[src/sv/clif_pkg.sv]
`default_nettype none
package clif_pkg;

  localparam int NUM_REGS = 8;
  localparam int REG_IDX_W = 3;
  localparam int VOLT_W = 16;
  localparam int COND_W = 16;
  localparam int RATE_W = 16;
  localparam int MUL_A_W = 19;
  localparam int MUL_B_W = 18;
  localparam int PROD_W = MUL_A_W + MUL_B_W;
  localparam int DRV_W = 36;
  localparam int DRV_SPLIT = 18;
  localparam int ACC_W = 52;
  localparam int DV_SHIFT = 28;
  localparam int LEAK_SHIFT = 12;
  localparam int STEP_W = 4;

  localparam logic [REG_IDX_W-1:0] REG_REST      = 3'd0;
  localparam logic [REG_IDX_W-1:0] REG_THRESHOLD = 3'd1;
  localparam logic [REG_IDX_W-1:0] REG_AFTER     = 3'd2;
  localparam logic [REG_IDX_W-1:0] REG_EX_REV    = 3'd3;
  localparam logic [REG_IDX_W-1:0] REG_IN_REV    = 3'd4;
  localparam logic [REG_IDX_W-1:0] REG_MRATE     = 3'd5;
  localparam logic [REG_IDX_W-1:0] REG_ERATE     = 3'd6;
  localparam logic [REG_IDX_W-1:0] REG_IRATE     = 3'd7;

  localparam logic [15:0] REG_RESET [NUM_REGS] = '{
    16'hB600, 16'hCA00, 16'hC400, 16'h0000,
    16'hA800, 16'd410, 16'd1638, 16'd1638
  };

  localparam logic [0:0] OP_TICK  = 1'b0;
  localparam logic [0:0] OP_SPIKE = 1'b1;

  typedef enum logic [1:0] {A_GEX, A_GIN, A_DLO, A_DHI} a_sel_t;
  typedef enum logic [2:0] {B_EEX, B_EIN, B_MRATE, B_ERATE, B_IRATE} b_sel_t;
  typedef enum logic [2:0] {ACC_HOLD, ACC_LEAK, ACC_ADD, ACC_ADD_HI, ACC_DRIVE} acc_op_t;

  typedef struct packed {
    a_sel_t              a_sel;
    b_sel_t              b_sel;
    acc_op_t             acc_op;
    logic                wr_v;
    logic                wr_gex;
    logic                wr_gin;
    logic                wr_syn;
    logic                jmp_spike;
    logic [STEP_W-1:0]   target;
    logic                last;
  } ucode_t;

  localparam logic [STEP_W-1:0] STEP_SPIKE = 4'd8;

  localparam ucode_t UC_NOP = '{
    a_sel: A_GEX, b_sel: B_EEX, acc_op: ACC_HOLD, wr_v: 1'b0, wr_gex: 1'b0,
    wr_gin: 1'b0, wr_syn: 1'b0, jmp_spike: 1'b0, target: '0, last: 1'b0
  };

  function automatic ucode_t ucode_rom(input logic [STEP_W-1:0] step);
    ucode_t w;
    w = UC_NOP;
    case (step)
      4'd0: begin
        w.a_sel = A_GEX; w.b_sel = B_EEX; w.acc_op = ACC_LEAK;
        w.jmp_spike = 1'b1; w.target = STEP_SPIKE;
      end
      4'd1: begin
        w.a_sel = A_GIN; w.b_sel = B_EIN; w.acc_op = ACC_ADD;
      end
      4'd2: begin
        w.acc_op = ACC_DRIVE;
      end
      4'd3: begin
        w.a_sel = A_DLO; w.b_sel = B_MRATE;
      end
      4'd4: begin
        w.a_sel = A_DHI; w.b_sel = B_MRATE; w.acc_op = ACC_ADD;
      end
      4'd5: begin
        w.a_sel = A_GEX; w.b_sel = B_ERATE; w.acc_op = ACC_ADD_HI;
      end
      4'd6: begin
        w.a_sel = A_GIN; w.b_sel = B_IRATE; w.wr_v = 1'b1; w.wr_gex = 1'b1;
      end
      4'd7: begin
        w.wr_gin = 1'b1; w.last = 1'b1;
      end
      STEP_SPIKE: begin
        w.wr_syn = 1'b1; w.last = 1'b1;
      end
      default: w = UC_NOP;
    endcase
    return w;
  endfunction

endpackage
`default_nettype wire

[src/sv/clif_datapath.sv]
`default_nettype none
module clif_datapath (
  input  wire logic                           clk,
  input  wire logic                           rst,
  input  wire clif_pkg::ucode_t               uc,
  input  wire logic                           en,
  input  wire logic                           cfg_we,
  input  wire logic [clif_pkg::REG_IDX_W-1:0] cfg_index,
  input  wire logic [15:0]                    cfg_data,
  input  wire logic                           syn_inh,
  input  wire logic [clif_pkg::COND_W-1:0]    syn_weight,
  output logic signed [clif_pkg::VOLT_W-1:0]  voltage,
  output logic                                fired
);
  import clif_pkg::*;

  localparam int DV_W = ACC_W - DV_SHIFT;
  localparam logic [ACC_W-1:0] ROUND_HALF = ACC_W'(1) << (DV_SHIFT - 1);

  logic [15:0]                cfg_reg [NUM_REGS];
  logic [COND_W-1:0]          gex;
  logic [COND_W-1:0]          gin;
  logic signed [PROD_W-1:0]   preg;
  logic signed [ACC_W-1:0]    acc;
  logic signed [DRV_W-1:0]    drv;

  logic signed [VOLT_W:0]     diff_rest, diff_ex, diff_in;
  logic signed [MUL_A_W-1:0]  a_val;
  logic signed [MUL_B_W-1:0]  b_val;
  logic signed [PROD_W-1:0]   prod;
  logic signed [ACC_W-1:0]    preg_ext, leak, acc_sum, rnd;
  logic signed [DV_W-1:0]     dv;
  logic signed [DV_W:0]       nv;
  logic signed [VOLT_W-1:0]   sat_v, new_v;
  logic                       fire;
  logic [32:0]                round_sum;
  logic [COND_W:0]            dec, syn_sum, syn_base;
  logic [COND_W-1:0]          gex_next, gin_next, syn_sat;

  always_comb begin
    diff_rest = {cfg_reg[REG_REST][15], cfg_reg[REG_REST]} - {voltage[VOLT_W-1], voltage};
    diff_ex = {cfg_reg[REG_EX_REV][15], cfg_reg[REG_EX_REV]} - {voltage[VOLT_W-1], voltage};
    diff_in = {cfg_reg[REG_IN_REV][15], cfg_reg[REG_IN_REV]} - {voltage[VOLT_W-1], voltage};

    case (uc.a_sel)
      A_GEX:   a_val = {3'b000, gex};
      A_GIN:   a_val = {3'b000, gin};
      A_DLO:   a_val = {1'b0, drv[DRV_SPLIT-1:0]};
      A_DHI:   a_val = {drv[DRV_W-1], drv[DRV_W-1:DRV_SPLIT]};
      default: a_val = '0;
    endcase
    case (uc.b_sel)
      B_EEX:   b_val = {diff_ex[VOLT_W], diff_ex};
      B_EIN:   b_val = {diff_in[VOLT_W], diff_in};
      B_MRATE: b_val = {2'b00, cfg_reg[REG_MRATE]};
      B_ERATE: b_val = {2'b00, cfg_reg[REG_ERATE]};
      B_IRATE: b_val = {2'b00, cfg_reg[REG_IRATE]};
      default: b_val = '0;
    endcase
    prod = a_val * b_val;

    preg_ext = {{(ACC_W-PROD_W){preg[PROD_W-1]}}, preg};
    leak = {{(ACC_W-VOLT_W-1-LEAK_SHIFT){diff_rest[VOLT_W]}}, diff_rest, {LEAK_SHIFT{1'b0}}};
    acc_sum = acc + preg_ext;

    // round to nearest, ties up, then floor shift
    rnd = acc + ROUND_HALF;
    dv = rnd[ACC_W-1:DV_SHIFT];
    nv = {{(DV_W+1-VOLT_W){voltage[VOLT_W-1]}}, voltage} + {dv[DV_W-1], dv};
    if (nv[DV_W:VOLT_W-1] == '0 || nv[DV_W:VOLT_W-1] == '1) begin
      sat_v = nv[VOLT_W-1:0];
    end else begin
      sat_v = nv[DV_W] ? {1'b1, {(VOLT_W-1){1'b0}}} : {1'b0, {(VOLT_W-1){1'b1}}};
    end
    fire = sat_v >= $signed(cfg_reg[REG_THRESHOLD]);
    new_v = fire ? $signed(cfg_reg[REG_AFTER]) : sat_v;

    round_sum = {1'b0, preg[31:0]} + 33'd32768;
    dec = round_sum[32:16];
    gex_next = (dec >= {1'b0, gex}) ? '0 : gex - dec[COND_W-1:0];
    gin_next = (dec >= {1'b0, gin}) ? '0 : gin - dec[COND_W-1:0];

    syn_base = syn_inh ? {1'b0, gin} : {1'b0, gex};
    syn_sum = syn_base + {1'b0, syn_weight};
    syn_sat = syn_sum[COND_W] ? '1 : syn_sum[COND_W-1:0];
  end

  always_ff @(posedge clk) begin
    if (rst) begin
      for (int i = 0; i < NUM_REGS; i++) begin
        cfg_reg[i] <= REG_RESET[i];
      end
      voltage <= $signed(REG_RESET[REG_REST]);
      gex <= '0;
      gin <= '0;
      fired <= 1'b0;
    end else begin
      if (cfg_we) begin
        cfg_reg[cfg_index] <= cfg_data;
      end
      if (en) begin
        if (uc.wr_v) begin
          voltage <= new_v;
          fired <= fire;
        end
        if (uc.wr_gex) gex <= gex_next;
        if (uc.wr_gin) gin <= gin_next;
        if (uc.wr_syn) begin
          if (syn_inh) gin <= syn_sat;
          else gex <= syn_sat;
        end
      end
    end
  end

  always_ff @(posedge clk) begin
    if (en) begin
      preg <= prod;
      case (uc.acc_op)
        ACC_HOLD:   acc <= acc;
        ACC_LEAK:   acc <= leak;
        ACC_ADD:    acc <= acc_sum;
        ACC_ADD_HI: acc <= acc + {preg_ext[ACC_W-1-DRV_SPLIT:0], {DRV_SPLIT{1'b0}}};
        ACC_DRIVE: begin
          drv <= acc_sum[DRV_W-1:0];
          acc <= '0;
        end
        default:    acc <= acc;
      endcase
    end
  end

endmodule
`default_nettype wire

[src/sv/conductance_lif_neuron_core.sv]
// Conductance-based leaky integrate-and-fire neuron. Each input transaction is
// a tick (forward Euler step of voltage and both conductances, threshold test
// and reset) or a spike arrival (adds the weight to one conductance) and
// yields exactly one output transaction with the voltage and the fired flag.
// A microcoded step sequencer drives one shared 19x18 multiplier: a tick runs
// eight steps and a spike arrival two. The next transaction is accepted the
// cycle after the result is loaded, even while it waits on m_axis_tready.
// Configuration writes take effect at once and are meant for idle periods.
`default_nettype none
module conductance_lif_neuron_core (
  input  wire logic                           clk,
  input  wire logic                           rst,
  input  wire logic                           s_axis_tvalid,
  output logic                                s_axis_tready,
  input  wire logic [15:0]                    s_axis_tdata,  // [15:0] synaptic_weight
  input  wire logic [1:0]                     s_axis_tuser,  // [0] operation, [1] source_inhibitory
  output logic                                m_axis_tvalid,
  input  wire logic                           m_axis_tready,
  output logic [15:0]                         m_axis_tdata,  // [15:0] membrane_voltage
  output logic [0:0]                          m_axis_tuser,  // [0] fired
  input  wire logic                           cfg_we,
  input  wire logic [clif_pkg::REG_IDX_W-1:0] cfg_index,
  input  wire logic [15:0]                    cfg_data
);
  import clif_pkg::*;

  logic                      busy;
  logic [STEP_W-1:0]         step;
  logic [0:0]                op;
  logic                      inh;
  logic [COND_W-1:0]         weight;
  ucode_t                    uc;
  logic                      stall;
  logic                      adv;
  logic signed [VOLT_W-1:0]  voltage;
  logic                      fired;

  assign uc = ucode_rom(step);
  assign stall = uc.last && m_axis_tvalid && !m_axis_tready;
  assign adv = busy && !stall;
  assign s_axis_tready = !busy;

  always_ff @(posedge clk) begin
    if (rst) begin
      busy <= 1'b0;
      step <= '0;
      m_axis_tvalid <= 1'b0;
    end else begin
      if (m_axis_tvalid && m_axis_tready) begin
        m_axis_tvalid <= 1'b0;
      end
      if (s_axis_tvalid && !busy) begin
        busy <= 1'b1;
        step <= '0;
        op <= s_axis_tuser[0:0];
        inh <= s_axis_tuser[1];
        weight <= s_axis_tdata;
      end else if (adv) begin
        if (uc.last) begin
          busy <= 1'b0;
          m_axis_tvalid <= 1'b1;
          m_axis_tdata <= voltage;
          m_axis_tuser[0] <= fired && (op == OP_TICK);
        end else if (uc.jmp_spike && op == OP_SPIKE) begin
          step <= uc.target;
        end else begin
          step <= step + 1'b1;
        end
      end
    end
  end

  clif_datapath u_dp (
    .clk        (clk),
    .rst        (rst),
    .uc         (uc),
    .en         (adv),
    .cfg_we     (cfg_we),
    .cfg_index  (cfg_index),
    .cfg_data   (cfg_data),
    .syn_inh    (inh),
    .syn_weight (weight),
    .voltage    (voltage),
    .fired      (fired)
  );

endmodule
`default_nettype wire

[config.mk]
export PLATFORM = sky130hd
export DESIGN_NAME = conductance_lif_neuron_core
export DESIGN_NICKNAME = d
export VERILOG_FILES = /design/src/sv/clif_pkg.sv /design/src/sv/clif_datapath.sv /design/src/sv/conductance_lif_neuron_core.sv
export SDC_FILE = /design/constraint.sdc
export NUM_CORES = 2
export LEC_CHECK = 0
export ABC_AREA = 1
export BUFFER_PORTS_ARGS = -buffer_cell sky130_fd_sc_hd__buf_4
export CORE_UTILIZATION = 40
export DETAILED_ROUTE_END_ITERATION = 6
export PLACE_DENSITY_LB_ADDON = 0.1
export SYNTH_ARGS = -nofsm -noshare
export SYNTH_HDL_FRONTEND = slang
export SYNTH_SLANG_ARGS = --single-unit
[constraint.sdc]
create_clock -name clk -period 8.7 [get_ports clk]
set_clock_uncertainty 0.15 [all_clocks]
set_input_delay 2.175 -clock clk [delete_from_list [all_inputs] [get_ports clk]]
set_output_delay 2.175 -clock clk [all_outputs]
set_load 0.1 [all_outputs]
Yosys cells after proc, flatten, opt, wreduce, memory -nomap -nowiden
Memory sizes are Yosys's and may differ from the RTL's. Index checks and enable logic that the tools add are counted.

Multiply operators: 1. Multiplexer cells: 39. Equal/unequal tests: 20. Bitwise gates (word level): 4. $add $sub $neg: 12. Reduce and logical (&&, ||, !) cells: 29. Magnitude comparators: 3. Divide/modulo/power cells: 0. Shift operators: 0.

Operator list (count): 16-bit two-way mux (14); 52-bit one-hot mux with 4 select lines (1); 18-bit one-hot mux with 5 select lines (1); 19-bit one-hot mux with 4 select lines (1); 52-bit by 28-bit adder with 52-bit output, second input constant (1); 52-bit by 37-bit adder with 52-bit output (1); 52-bit adder (1); 16-bit by 16-bit subtractor with 17-bit output (3); 19-bit by 18-bit multiplier with 37-bit output (1); 17-bit by 16-bit >= comparator with 1-bit output (2); 32-bit by 16-bit adder with 33-bit output, second input constant (1); 16-bit subtractor (2); 16-bit by 24-bit adder with 25-bit output (1); 5-bit one-hot mux with 5 select lines (1); 17-bit by 16-bit adder with 17-bit output (1); 4-bit by 3-bit == test with 1-bit output, second input constant (4); 16-bit >= comparator (1); 1-bit two-way mux (16); 16-bit OR reduction (1); 3-bit by 2-bit == test with 1-bit output, second input constant (4); 3-bit one-hot mux with 4 select lines (1); 2-bit AND reduction (6); 10-bit == test, second input constant (1); 10-bit logical NOT (1); other kinds (23) (41).

ROM bits: 0. Output and inout bits: 19. Latch bits: 0. Logic and storage cells: 124. Bits of input ports: 42. Memory bits (writable): 128. Register bits: 215. Memories: 1.

Memories: u_dp.cfg_reg (words 8, bits a word 16, read ports 8, clocked after memory_dff 0, write ports 8, line clif_datapath.sv:20) `logic [15:0] cfg_reg [NUM_REGS];`.

Depth between registers and ports, before layout
Depth after elaboration: 9. Depth in mapped cells: 58. Gate-level depth less buffers: 56.

Cells and area by module
From an unflattened synthesis, not the netlist that was laid out.

Cell total of the unflattened synthesis: 5073. Area, all modules: 39714.3 µm².

Modules (own cells, without submodules): clif_datapath (seq. area each 8578.2 µm², cells each 4954, area an instance 38139.1 µm², instances 1); conductance_lif_neuron_core (seq. area each 1171.1 µm², cells each 119, area an instance 1575.3 µm², instances 1).

Worst setup path after synthesis
Ideal clock, no wire load.

Kind: register -> register. Start point: register step[0]. End point: register u_dp.preg[36], data pin. Buffers on the path: 2. Arrival time: 8.523 ns. Required time: 8.298 ns. Setup slack: -0.225 ns. Library setup time: 0.252 ns. Period minus slack after synthesis: 8.925 ns. Cell stages (with the launch flop): 54. Path through: dfxtp_1 -> inv_1 -> ha_1 -> inv_1 -> nor2_4 -> inv_2 -> nand2_2 -> inv_2 -> nand2_2 -> inv_2 -> nand2_1 -> buf_2 -> mux2i_1 -> ha_1 -> inv_1 -> fa_1 -> nand2_1 -> nand2_1 -> [18 not listed] -> inv_1 -> fa_1 -> fa_1 -> inv_1 -> fa_1 -> inv_1 -> ha_1 -> a21oi_1 -> o21a_1 -> o21ai_0 -> nand2_1 -> nand3_1 -> nand2_1 -> o211ai_1 -> a21boi_0 -> o21ai_0 -> nand2_1 -> nand2_1.

Longest elaborated chain between the ends: 5. Elaborated cells on any way between the ends: 18. Those cells by class: mul: 1; eq/ne: 12; mux: 3; reduce/logical: 2.

Ends and longest elaborated chain: from (decl) (line conductance_lif_neuron_core.sv:28) `logic [STEP_W-1:0] step;`; from (signal assigned) (line conductance_lif_neuron_core.sv:65) `step <= uc.target;`; from (signal assigned) (line conductance_lif_neuron_core.sv:67) `step <= step + 1'b1;`; 4-bit by 3-bit == test with 1-bit output (tied with other cells) (line clif_pkg.sv:63) `case (step)`; 5-bit one-hot mux with 5 select lines (*) (line clif_pkg.sv:63); 3-bit == test (tied with other cells) (line clif_datapath.sv:52) `case (uc.b_sel)`; 18-bit one-hot mux with 5 select lines / 19-bit one-hot mux with 4 select lines (equally long branches) (line clif_datapath.sv:52, clif_datapath.sv:45); 19-bit by 18-bit multiplier with 37-bit output (*) (line clif_datapath.sv:60) `prod = a_val * b_val;`; via u_dp.prod[36] (line clif_datapath.sv:30) `logic signed [PROD_W-1:0] prod;`; to (signal assigned) (line clif_datapath.sv:118) `preg <= prod;`; to (decl) (line clif_datapath.sv:23) `logic signed [PROD_W-1:0] preg;`.

The timed path passes the listed nets; every way through them passes the cells marked *. A chain may end at the register's enable or synchronous reset.

Worst setup path after layout
Start point: register step[1]. End point: register u_dp.preg[34], data pin.

The elaborated chain is that of the path after synthesis.

==> qor.yml <==
hold_path_class: "flip-flop to flip-flop"
die_w_um: 317
gp_congestion: 0.964
power_leakage_uw: 0.0218
dp_hpwl_um: 115000
clkLatencyLatePin_ps: 650
grt_antenna_before_repair: 2
crit_path_start_kind: "flip-flop"
post-route-cell-area_mm2: 0.0463
area_delta_synth_final_pct: 17.0
grt_pass1_wl_um: 209000
cp-end-kind: "flip-flop"
clkPwrFrac_pct: 17.0
start_util_pct: 40.3
place_ws_ps: -453
worst_slew_pin_slew_ps: 1170
r2r_start: "step[1]"
p_switching_uw: 5680
cap_violations: 0
slew_viol_final: 0
path_max_fanout: 4
synth_edf_count: 288
path_delay_family: "adder cells"
vias: 34400
cts_num_sinks: 343
portBuffers: 60
fp.coreArea_mm2: 0.0983
yosysTopAreaCell: "edfxtp_1"
worstSetupPathType: "flip-flop to flip-flop"
async_reset_ff_share_pct: 0
yosysWarnings: 0
dr.pass1.iters: 6
rsz0062_at_grt: "yes"
num_rows: 115
htree_num_levels: 2
slew_headroom_pct: 22.2
synth_top_area_share_pct: 21.8
grt_pass1_vias: 33500
p_int_uw: 6250
synthCells: 4991
ant_nets: 0
cts_root_buffer: "clkbuf_16"
crit_top_cell: "nand2_1"
vdd_ir_drop_max_mv: 0.195
period_share_pct: 101
die_area_mm2: 0.100
nNetsFinal: 6060
drive_above_1_share_pct: 14.5
largest_reg_flops: 128
grt_max_degree: 56
timing.fmax_ghz: 0.114
yosys_register_bits: 343
critPathLaunch: "step[1]"
cts_buffer_depth: 3
numCtsBuffers: 45
fin_crit_ps: 8810
wirelength_um: 141000
finalWorstSetupSlack_ps: -105
syn_area_mm2: 0.0396
status: "finished, violations left"
power_density_mw_per_mm2: 258
finalSetupTns_ps: -320
cts_hold_buf: 0
routed_via_density: 5.17
ys.flop_type: "edfxtp_1"
cts_tree: "done"
synth_area_leaders: "edfxtp_1 22%, fa_1 18%, ha_1 11%"
setup_viol: 4
syn_avg_cell_area_um2: 7.93
combPwrFrac_pct: 63.3
cp.required_ps: 8930
yosys-top-cells-count: "1,006 x nand2_1, 911 x inv_1, 574 x nor2_1"
swShare_pct: 47.6
seq_power_share_pct: 19.7
synth_cell_type_count: 70
timing.final.hold_violations: 0
yosysSeqAreaShare_pct: 24.6
hold_start: "u_dp.gex[2]"
violations: "negative setup slack"
cp_data_arrival_time_ps: 9030
fillCellCount: 9954
slowest_stage: "fa_2"
grt_usage_pct: 28.1
clk_pin_slew_ps: 60
yosysMostFrequentCell: "nand2_1"
placed_area_mm2: 0.0435
overflow: 0
ios: 61
wl_per_cell_um: 21.2
cpPeakStageDelay_ps: 590
drc: 0
path_buf_inv: 11
drt_iter0_markers: 2720
die_h_um: 317
power by group through the flow:
stage	logic [µW]	registers, µW	clock network (µW)
2_1_floorplan	4100	2210	0
3_3_place_gp	6680	2370	0
3_5_place_dp	6650	2370	0
4_1_cts	6930	2340	2070
5_1_grt	8260	2350	2120
6_report	7550	2350	2030
final timing paths:
path	end	cells after the start	slack, ps
worst min-delay path	u_dp.gex[2]	2	340
worst min register to register	u_dp.gex[2]	2	340
worst max register to register	u_dp.preg[34]	47	-110
worst max-delay path	u_dp.preg[34]	47	-110
final cells by class:
type | count | area [µm²] | share of cell area (%)
Inverter | 948 | 3590 | 7.74
Tap cell | 1287 | 1610 | 3.48
Antenna cell | 1 | 2.50 | 0.00540
Multi-Input combinational cell | 3613 | 26600 | 57.4
Timing Repair Buffer | 378 | 3190 | 6.88
Clock inverter | 32 | 387 | 0.835
Clock buffer | 52 | 1190 | 2.58
Sequential cell | 343 | 9750 | 21.1
logic make-up (layout without fill, tap and decap cells):
group	count (synthesis)	count (layout)	synth area share (%)
simple gates	1974	1975	20.8
buf+inv	1039	1410	10.3
compound gates	752	752	11.4
fa+ha+maj	689	689	28.5
flops	343	343	24.6
xor+xnor	177	177	3.92
mux	16	16	0.452
other cells	1	5	0.00947
stage by stage:
step                      utilization, %  total power, µW  cells  hold slack (ps)
after global placement              44.3             9060   6529              329
after detailed placement            44.3             9020   6529              331
after floorplan                        -             6310   4994              309
final                               47.1            11900   6654              342
after CTS                           46.4            11300   6633              341
after global routing                47.1            12700   6653              356
routing by layer:
layer	routed length, µm	track usage, %	vias up
li1	-	-	16700
met1	66400	41.0	16600
met2	61700	43.4	1007
met3	8930	3.83	168
met4	4090	7.65	0
met5	0	0	-
worst register-to-register path: cells and delay by family (launching register included):
kind	cells	cell delay [ps]
xor+xnor	1	140
flops	1	330
compound gates	5	620
fa+ha+maj	9	3990
mux	1	320
buf+inv	11	1040
simple gates	20	1970
cells in the final DEF (no fill, tap or decap), drive strengths merged, types with 7 or more instances in the layout:
master  instances
nand2        1026
inv           949
nor2          591
buf           377
fa            354
ha            335
a21oi         327
edfxtp        288
nand3         224
o21ai         204
xor2          112
xnor2          65
dfxtp          55
clkbuf         52
nand4          44
nor3           44
a31oi          33
o21bai         32
a21o           30
or2            26
o211ai         23
clkinv         20
o21a           16
a221o          15
mux2           15
a21boi         15
a22o           11
o31ai           7
nand3b          7
bufinv          7
a221oi          7
timing repair:
| action | 4_1_cts | 5_1_grt |
|---|---|---|
| endpoints found under the setup margin | 21 | 22 |
| pin swaps | 25 | 90 |
| resized for setup | 82 | 146 |
| cloned | 3 | 0 |
| setup buffers | 17 | 22 |
No activity file was read; power rests on OpenSTA's default activity.
